<file path="src/rtl/eeic_pkg.sv">
// Shared types and constants for the external edge interrupt controller.
// Holds the transfer payload structs, the register map and the configuration bundle.
// No dependencies.
package eeic_pkg;

	localparam int unsigned LINES      = 16;
	localparam int unsigned PORTS_MAX  = 4;
	localparam int unsigned ROUTE_W    = 4;
	localparam int unsigned GROUPS     = 7;
	localparam int unsigned ADDR_W     = 5;
	localparam int unsigned DATA_W     = 32;

	// Route nibble mask: a route field is four bits wide.
	localparam logic [ROUTE_W-1:0] ROUTE_FIELD_MASK = 4'hf;

	// Register indexes (byte address = 4 * index)
	localparam logic [2:0] REG_RISING_ENABLE    = 3'd0;
	localparam logic [2:0] REG_FALLING_ENABLE   = 3'd1;
	localparam logic [2:0] REG_LINE_UNMASK      = 3'd2;
	localparam logic [2:0] REG_ROUTE_LINES_0_7  = 3'd3;
	localparam logic [2:0] REG_ROUTE_LINES_8_15 = 3'd4;
	localparam logic [2:0] REG_GROUP_IRQ_ENABLE = 3'd5;

	// Group layout: lines 0-4 alone, then two shared groups
	localparam int unsigned SOLO_LINES   = 5;
	localparam int unsigned GRP_MID      = 5;
	localparam int unsigned GRP_HIGH     = 6;

	typedef struct packed {
		logic        func;
		logic [15:0] pins_port_a;
		logic [15:0] pins_port_b;
		logic [15:0] pins_port_c;
		logic [15:0] pins_port_d;
		logic [15:0] clear_bits;
	} in_item_t;

	typedef struct packed {
		logic [15:0] pending_bits;
		logic [6:0]  irq_out;
	} out_item_t;

	typedef struct packed {
		logic [15:0] rising_enable;
		logic [15:0] falling_enable;
		logic [15:0] line_unmask;
		logic [31:0] route_lines_0_7;
		logic [31:0] route_lines_8_15;
		logic [6:0]  group_irq_enable;
	} cfg_t;

endpackage

</file>
<file path="src/rtl/eeic_regs.sv">
// APB-style configuration register file for the edge interrupt controller.
// Depends on eeic_pkg for the register map and the cfg_t bundle.
module eeic_regs (
	input  logic                         clk,
	input  logic                         arst_n,
	input  logic                         psel,
	input  logic                         penable,
	input  logic                         pwrite,
	input  logic [eeic_pkg::ADDR_W-1:0]  paddr,
	input  logic [eeic_pkg::DATA_W-1:0]  pwdata,
	output logic [eeic_pkg::DATA_W-1:0]  prdata,
	output logic                         pready,
	output eeic_pkg::cfg_t               cfg
);

	eeic_pkg::cfg_t cfg_q;
	logic           wr_en;
	logic [2:0]     idx;

	assign pready = 1'b1;
	assign wr_en  = psel & penable & pwrite;
	assign idx    = paddr[eeic_pkg::ADDR_W-1:2];
	assign cfg    = cfg_q;

	always_ff @(posedge clk or negedge arst_n) begin
		if (!arst_n) begin
			cfg_q <= '0;
		end else if (wr_en) begin
			case (idx)
				eeic_pkg::REG_RISING_ENABLE:    cfg_q.rising_enable    <= pwdata[15:0];
				eeic_pkg::REG_FALLING_ENABLE:   cfg_q.falling_enable   <= pwdata[15:0];
				eeic_pkg::REG_LINE_UNMASK:      cfg_q.line_unmask      <= pwdata[15:0];
				eeic_pkg::REG_ROUTE_LINES_0_7:  cfg_q.route_lines_0_7  <= pwdata;
				eeic_pkg::REG_ROUTE_LINES_8_15: cfg_q.route_lines_8_15 <= pwdata;
				eeic_pkg::REG_GROUP_IRQ_ENABLE: cfg_q.group_irq_enable <= pwdata[6:0];
				default: ;
			endcase
		end
	end

	always_comb begin
		case (idx)
			eeic_pkg::REG_RISING_ENABLE:    prdata = {16'd0, cfg_q.rising_enable};
			eeic_pkg::REG_FALLING_ENABLE:   prdata = {16'd0, cfg_q.falling_enable};
			eeic_pkg::REG_LINE_UNMASK:      prdata = {16'd0, cfg_q.line_unmask};
			eeic_pkg::REG_ROUTE_LINES_0_7:  prdata = cfg_q.route_lines_0_7;
			eeic_pkg::REG_ROUTE_LINES_8_15: prdata = cfg_q.route_lines_8_15;
			eeic_pkg::REG_GROUP_IRQ_ENABLE: prdata = {25'd0, cfg_q.group_irq_enable};
			default:                        prdata = '0;
		endcase
	end

endmodule

</file>
<file path="src/rtl/eeic_route.sv">
// Per-line port selection: picks each line's pin level through its route nibble.
// Depends on eeic_pkg for in_item_t and cfg_t.
module eeic_route #(
	parameter int PORT_COUNT = 4
) (
	input  eeic_pkg::in_item_t     item,
	input  eeic_pkg::cfg_t         cfg,
	output logic [15:0]            level
);

	logic [63:0] routes;

	assign routes = {cfg.route_lines_8_15, cfg.route_lines_0_7};

	always_comb begin
		logic [eeic_pkg::ROUTE_W-1:0] code;
		code  = '0;
		level = '0;
		for (int i = 0; i < 16; i++) begin
			code = routes[i*eeic_pkg::ROUTE_W +: eeic_pkg::ROUTE_W]
				& eeic_pkg::ROUTE_FIELD_MASK;
			// codes beyond the fitted ports read low
			if (int'(code) < PORT_COUNT) begin
				case (code)
					4'd0:    level[i] = item.pins_port_a[i];
					4'd1:    level[i] = item.pins_port_b[i];
					4'd2:    level[i] = item.pins_port_c[i];
					4'd3:    level[i] = item.pins_port_d[i];
					default: level[i] = 1'b0;
				endcase
			end
		end
	end

endmodule

</file>
<file path="src/rtl/eeic_core.sv">
// Edge detection, pending flags and grouped interrupt requests.
// Holds last_level and pending state plus the result register; depends on eeic_pkg.
module eeic_core #(
	parameter int LINE_COUNT = 16
) (
	input  logic                 clk,
	input  logic                 arst_n,
	input  logic                 adv,
	input  eeic_pkg::in_item_t   item,
	input  logic [15:0]          level_raw,
	input  eeic_pkg::cfg_t       cfg,
	output eeic_pkg::out_item_t  result
);

	logic [15:0] last_level_q;
	logic [15:0] pending_q;
	logic [15:0] lines;
	logic [15:0] level;
	logic [15:0] rise, fall, hit;
	logic [15:0] pending_nxt;
	logic [15:0] act;
	logic [6:0]  req;
	eeic_pkg::out_item_t result_s2;

	always_comb begin
		for (int i = 0; i < 16; i++)
			lines[i] = (i < LINE_COUNT);
	end

	assign level = level_raw & lines;
	assign rise  = level & ~last_level_q;
	assign fall  = ~level & last_level_q;
	assign hit   = ((rise & cfg.rising_enable) | (fall & cfg.falling_enable))
		& cfg.line_unmask & lines;

	assign pending_nxt = item.func ? (pending_q & ~item.clear_bits) : (pending_q | hit);

	assign act = pending_nxt & cfg.line_unmask;
	always_comb begin
		req = '0;
		req[eeic_pkg::SOLO_LINES-1:0] = act[eeic_pkg::SOLO_LINES-1:0];
		req[eeic_pkg::GRP_MID]        = |act[9:5];
		req[eeic_pkg::GRP_HIGH]       = |act[15:10];
	end

	always_ff @(posedge clk or negedge arst_n) begin
		if (!arst_n) begin
			last_level_q <= '0;
			pending_q    <= '0;
		end else if (adv) begin
			pending_q <= pending_nxt;
			if (!item.func)
				last_level_q <= level;
		end
	end

	always_ff @(posedge clk) begin
		if (adv) begin
			result_s2.pending_bits <= pending_nxt;
			result_s2.irq_out      <= req & cfg.group_irq_enable;
		end
	end

	assign result = result_s2;

endmodule

</file>
<file path="src/rtl/external_edge_interrupt_controller_unit.sv">
// External edge interrupt controller, sixteen lines, seven grouped requests.
// The item passes through the input register, then the result register, which it enters
// when the output side is free; out_stall can hold it in the input register.
// Throughput: one item per cycle while out_stall is low; pending/last_level update per item.
// Reset: arst_n clears config, last_level, pending, both valid flags; not the payloads.
// Depends on eeic_pkg, eeic_regs, eeic_route and eeic_core.
module external_edge_interrupt_controller_unit #(
	parameter int LINE_COUNT = 16,
	parameter int PORT_COUNT = 4
) (
	input  logic                         clk,
	input  logic                         arst_n,
	// item input channel
	input  logic                         in_valid,
	output logic                         in_stall,
	input  eeic_pkg::in_item_t           in_data,
	// result output channel
	output logic                         out_valid,
	input  logic                         out_stall,
	output eeic_pkg::out_item_t          out_data,
	// configuration port
	input  logic                         psel,
	input  logic                         penable,
	input  logic                         pwrite,
	input  logic [eeic_pkg::ADDR_W-1:0]  paddr,
	input  logic [eeic_pkg::DATA_W-1:0]  pwdata,
	output logic [eeic_pkg::DATA_W-1:0]  prdata,
	output logic                         pready
);

	eeic_pkg::cfg_t     cfg;
	eeic_pkg::in_item_t item_s1;
	logic               valid_s1;
	logic               out_valid_q;
	logic               adv;
	logic               in_take;
	logic [15:0]        level_raw;

	// Register file; only to be written while the datapath is idle; the block does not enforce it.
	eeic_regs u_regs (
		.clk     (clk),
		.arst_n  (arst_n),
		.psel    (psel),
		.penable (penable),
		.pwrite  (pwrite),
		.paddr   (paddr),
		.pwdata  (pwdata),
		.prdata  (prdata),
		.pready  (pready),
		.cfg     (cfg)
	);

	// Advance the held item into the result register whenever that register is
	// empty or its contents are being transferred out this cycle.
	assign adv      = valid_s1 & (~out_valid_q | ~out_stall);
	// Hold off new input only while the stage-one item cannot move on.
	assign in_stall = valid_s1 & ~adv;
	assign in_take  = in_valid & ~in_stall;

	always_ff @(posedge clk or negedge arst_n) begin
		if (!arst_n) begin
			valid_s1    <= 1'b0;
			out_valid_q <= 1'b0;
		end else begin
			if (in_take)
				valid_s1 <= 1'b1;
			else if (adv)
				valid_s1 <= 1'b0;

			if (adv)
				out_valid_q <= 1'b1;
			else if (!out_stall)
				out_valid_q <= 1'b0;
		end
	end

	// Payload of the input register: no reset needed.
	always_ff @(posedge clk) begin
		if (in_take)
			item_s1 <= in_data;
	end

	// Pick each line's pin level from its routed port.
	eeic_route #(
		.PORT_COUNT (PORT_COUNT)
	) u_route (
		.item  (item_s1),
		.cfg   (cfg),
		.level (level_raw)
	);

	// Edge detection, pending update and the result register.
	eeic_core #(
		.LINE_COUNT (LINE_COUNT)
	) u_core (
		.clk       (clk),
		.arst_n    (arst_n),
		.adv       (adv),
		.item      (item_s1),
		.level_raw (level_raw),
		.cfg       (cfg),
		.result    (out_data)
	);

	assign out_valid = out_valid_q;

endmodule
</file>
<file path="config.mk">
export PLATFORM = sky130hd
export DESIGN_NAME = external_edge_interrupt_controller_unit
export DESIGN_NICKNAME = d
export VERILOG_FILES = /design/src/rtl/eeic_pkg.sv /design/src/rtl/eeic_regs.sv /design/src/rtl/eeic_route.sv /design/src/rtl/eeic_core.sv /design/src/rtl/external_edge_interrupt_controller_unit.sv
export SDC_FILE = /design/constraint.sdc
export NUM_CORES = 1
export LEC_CHECK = 0
export CAP_MARGIN = 40
export CORE_ASPECT_RATIO = 1.25
export CORE_UTILIZATION = 45
export CTS_BUF_LIST = sky130_fd_sc_hd__clkbuf_8
export DETAILED_ROUTE_END_ITERATION = 6
export DONT_BUFFER_PORTS = 1
export HOLD_SLACK_MARGIN = 0.12
export PLACE_DENSITY_LB_ADDON = 0.08
export SYNTH_ARGS = -nofsm -noshare
export SYNTH_HDL_FRONTEND = slang
export SYNTH_SLANG_ARGS = --single-unit
</file>
<file path="constraint.sdc">
create_clock -name clk -period 3.9 [get_ports clk]
set_input_delay 0.585 -clock clk [delete_from_list [all_inputs] [get_ports clk]]
set_output_delay 0.585 -clock clk [all_outputs]
set_load 0.1 [all_outputs]
</file>
==> flow_summary.yaml <==
outcome:
  result_of_the_run: "finished with violations"
  violations: "hold timing"
layout:
  layout.cells.most_common: "sky130_fd_sc_hd__dfrtp_1"
  mostFrequentLayoutCells: "sky130_fd_sc_hd__dfrtp_1, sky130_fd_sc_hd__mux2_2, sky130_fd_sc_hd__edfxtp_1"
  diodes: 0
  final_nets: 1056
  layout.cell_area.non_filler_sq_mm: 0.0135
  drive_gt1_share_pct: 27.8
  post_layout_nonfiller_instances: 1292
  layout-area-overhead-vs-synth_pct: 21.6
worst_setup_path:
  timing.critical_path.to: "prdata[29]"
  worst_r2r_startpoint: "item_s1[80]"
  worstPathArrival_ns: 2.18
  regToRegSetupSlack_ns: 1.29
  worst_r2r_path_depth: 7
  timing.critical_path.to_type: "primary output"
  crit_path_max_fanout: 17
  worst_r2r_endpoint: "u_core.last_level_q[3]"
  worst-endpoint-required_ns: 3.31
  startpoint_type: "input port"
  critical_path_class: "in -> out"
  setup.worst_path.start: "paddr[4]"
sta:
  fin_crit_ns: 2.77
  timing.final.max_slew_violations: 0
  final-setup-viol-count: 0
  worst_hold_slack_ns: -0.262
  grt_setup_unrepaired: "false"
  clock-skew-final_ns: 0.0218
  worst_max_slew_pin_slew_ns: 0.903
  fmaxAchievable_mhz: 362
  fin_hold_viols: 153
  fin_crit_sh_pct: 70.9
  maxSlewHeadroom_pct: 39.9
  fin_tns_setup_ns: 0
clock_tree:
  root_buffer_master: "sky130_fd_sc_hd__clkbuf_8"
  cts_inserted_buffers: 45
  cts.clk_slew.worst_paths_ns: 0.06
  cts.repair_timing.setup_buffer_count: 0
  worst_skew_pair.late_latency_ns: 0.55
  cts_hold_repair.buffers: 80
  cts.htree.levels: 2
  clock_tree.buffer_depth: 3
  cts_tree: "yes"
  numClockSinks: 257
floorplan:
  die_width_um: 142
  initial_core_util_pct: 46.2
  fp.coreArea_sq_mm: 0.0240
  rows: 63
  fp.dieArea_sq_mm: 0.0252
  dieHeight_um: 177
  ioPinCount: 183
place:
  place.port_buffers: 0
  dp.final_hpwl_um: 18800
  gp_congestion: 0.768
  place_area_sq_mm: 0.0118
  dpl.cell_count: 1128
power:
  peakVddDrop_v: 0.000308
  power.density_cell_area_mw_per_mm2: 548
  static-leakage-power_nw: 5.70
logic_synthesis:
  syn_nets: 915
  synth_xor_xnor_area_share_pct: 0
  compound_gate_portion_of_the_synthesized_area_pct: 9.44
  yosys_warnings: 0
  post_synth_mux_area_share_pct: 18.3
  postSynthCellCount: 790
  synth_seq_cells: 257
  synth_edf_count: 104
  syn_avg_cell_area_sq_um: 14.0
  synth_simple_gate_area_share_pct: 7.59
  area_of_the_mapped_netlist_sq_mm: 0.0111
  async_flop_share_pct: 59.5
  synth_cell_type_count: 56
  post_synthesis_adder_cell_area_fraction_pct: 0
  synth_top_family_by_area: "multiplexers"
  top_reg_cell_synth: "sky130_fd_sc_hd__dfrtp_1"
  yosysSeqAreaShare_pct: 62.8
global_route:
  overall_fraction_of_global_route_tracks_in_use_pct: 22.9
  maximum_number_of_pins_on_one_net_before_global_route_repair: 154
  grt_overflow: 0
  met2_usage_pct: 41.4
  grt_busiest_layer: "met2"
  grtUsageMet1_pct: 26.1
  gr-usage-met3_pct: 6.04
  initial_antenna_violation_count: 0
  grt_first_pass_wirelength_um: 43400
  first_global_vias: 7904
route:
  routed_wire_length_per_instance_um: 21.9
  wirelength_um: 28300
  drt-vias-per-instance: 5.62
  dr.first_iter.drc_count: 348
  num_vias: 7256
  antenna_violating_nets_left: 0
  drt_drc_violations_left: 0
  first_pass_iteration_count_of_the_detailed_router: 5
job:
  max_cap_violations: 0
hold_path:
  hp-class: "in -> async"
## critical path, cell delays in order
cell and delay (ns):
sky130_fd_sc_hd__inv_2 0.31, sky130_fd_sc_hd__and3_1 0.71, sky130_fd_sc_hd__a22o_1 0.27, sky130_fd_sc_hd__buf_4 0.29
## state kept, by name, summed over array words and instances, names as in the netlist
name / flops
u_core.last_level_q: 16
out_valid: 1
valid_s1: 1
item_s1: 81
u_core.result: 23
u_core.pending_q: 16
u_regs.cfg: 119
## through the flow
stage	hold WS [ns]	total power (W)	setup slack (ns)	util (%)
3_5_place_dp	0.296	0.00505	1.12	49.2
5_1_grt	-0.290	0.00769	1.01	56.2
2_1_floorplan	0.289	0.00468	0.322	-
3_3_place_gp	0.296	0.00498	1.11	48.8
4_1_cts	-0.295	0.00743	1.10	56.0
6_report	-0.262	0.00737	1.13	56.2
## cell usage after synthesis (3+ instances only)
master                     count  area share (%)
sky130_fd_sc_hd__dfrtp_1     153              35
sky130_fd_sc_hd__mux2_2      127              13
sky130_fd_sc_hd__edfxtp_1    104              28
sky130_fd_sc_hd__nand2_1      82             2.8
sky130_fd_sc_hd__o21ai_0      39             1.8
sky130_fd_sc_hd__nor2_1       27            0.92
sky130_fd_sc_hd__a22o_1       25             2.0
sky130_fd_sc_hd__mux2i_1      23             2.1
sky130_fd_sc_hd__a21oi_1      21            0.95
sky130_fd_sc_hd__buf_2        17            0.77
sky130_fd_sc_hd__mux4_2       15             3.1
sky130_fd_sc_hd__nand3_1      15            0.68
sky130_fd_sc_hd__clkbuf_1     12            0.41
sky130_fd_sc_hd__a211oi_1     10            0.68
sky130_fd_sc_hd__inv_1        10            0.34
sky130_fd_sc_hd__o22ai_1       9            0.51
sky130_fd_sc_hd__a31oi_1       7            0.40
sky130_fd_sc_hd__nor2b_1       6            0.34
sky130_fd_sc_hd__o211a_1       6            0.54
sky130_fd_sc_hd__a211o_1       5            0.40
sky130_fd_sc_hd__and4b_1       5            0.45
sky130_fd_sc_hd__nand4_1       5            0.28
sky130_fd_sc_hd__nor4b_1       5            0.40
sky130_fd_sc_hd__o21a_1        5            0.34
sky130_fd_sc_hd__o31ai_1       5            0.34
sky130_fd_sc_hd__and3_1        4            0.23
sky130_fd_sc_hd__o211ai_2      4            0.45
sky130_fd_sc_hd__a22oi_1       3            0.20
## what timing repair did
action | in CTS | in global routing
endpoints found under the setup margin | 0 | 0
resized for setup | 0 | 0
endpoints found under the hold margin | 233 | 153
## routing by layer
layer  routed length (um)  vias up  part of all wire [%]
li1                     -     3292                     -
met1                10900     3673                    39
met2                14800      235                    52
met3                 1950       56                   6.9
met4                  705        0                   2.5
met5                    0        -                     0
## layout make-up
| class | count | area, sq um |
|---|---|---|
| Clock buffer | 53 | 729 |
| Fill cell | 2066 | 10500 |
| Tap cell | 325 | 407 |
| Inverter | 13 | 48.8 |
| Timing Repair Buffer | 127 | 1230 |
| Multi-Input combinational cell | 487 | 3980 |
| Sequential cell | 257 | 6950 |
| Clock inverter | 30 | 119 |
## logic make-up (layout without fill, tap and decap cells)
kind of cell	after synthesis	after routing
flip-flops	257	257
AND/OR/NAND/NOR	168	168
multiplexers	167	167
AO/OA/AOI/OAI	151	151
buffers and inverters	46	223
other	1	1
## worst min-delay path by stage
stage / from / endpoint / slack, ns / depth (start not counted)
floorplan: arst_n / out_valid / 0.29 / 0
global placement: arst_n / out_valid / 0.30 / 0
detailed placement: arst_n / out_valid / 0.30 / 0
CTS: arst_n / u_core.pending_q[13] / -0.30 / 0
global route: arst_n / u_core.pending_q[9] / -0.29 / 0
finish: arst_n / u_core.pending_q[9] / -0.26 / 0
## power breakdown
part	leakage (nW)	switching [W]	internal (W)	total (W)
Clock	0.525	0.00107	0.00123	0.00230
Combinational	2.21	0.000754	0.000574	0.00133
Sequential	2.97	0.000494	0.00324	0.00374
Total	5.70	0.00232	0.00505	0.00737
Power figures use the tool's default switching activity.
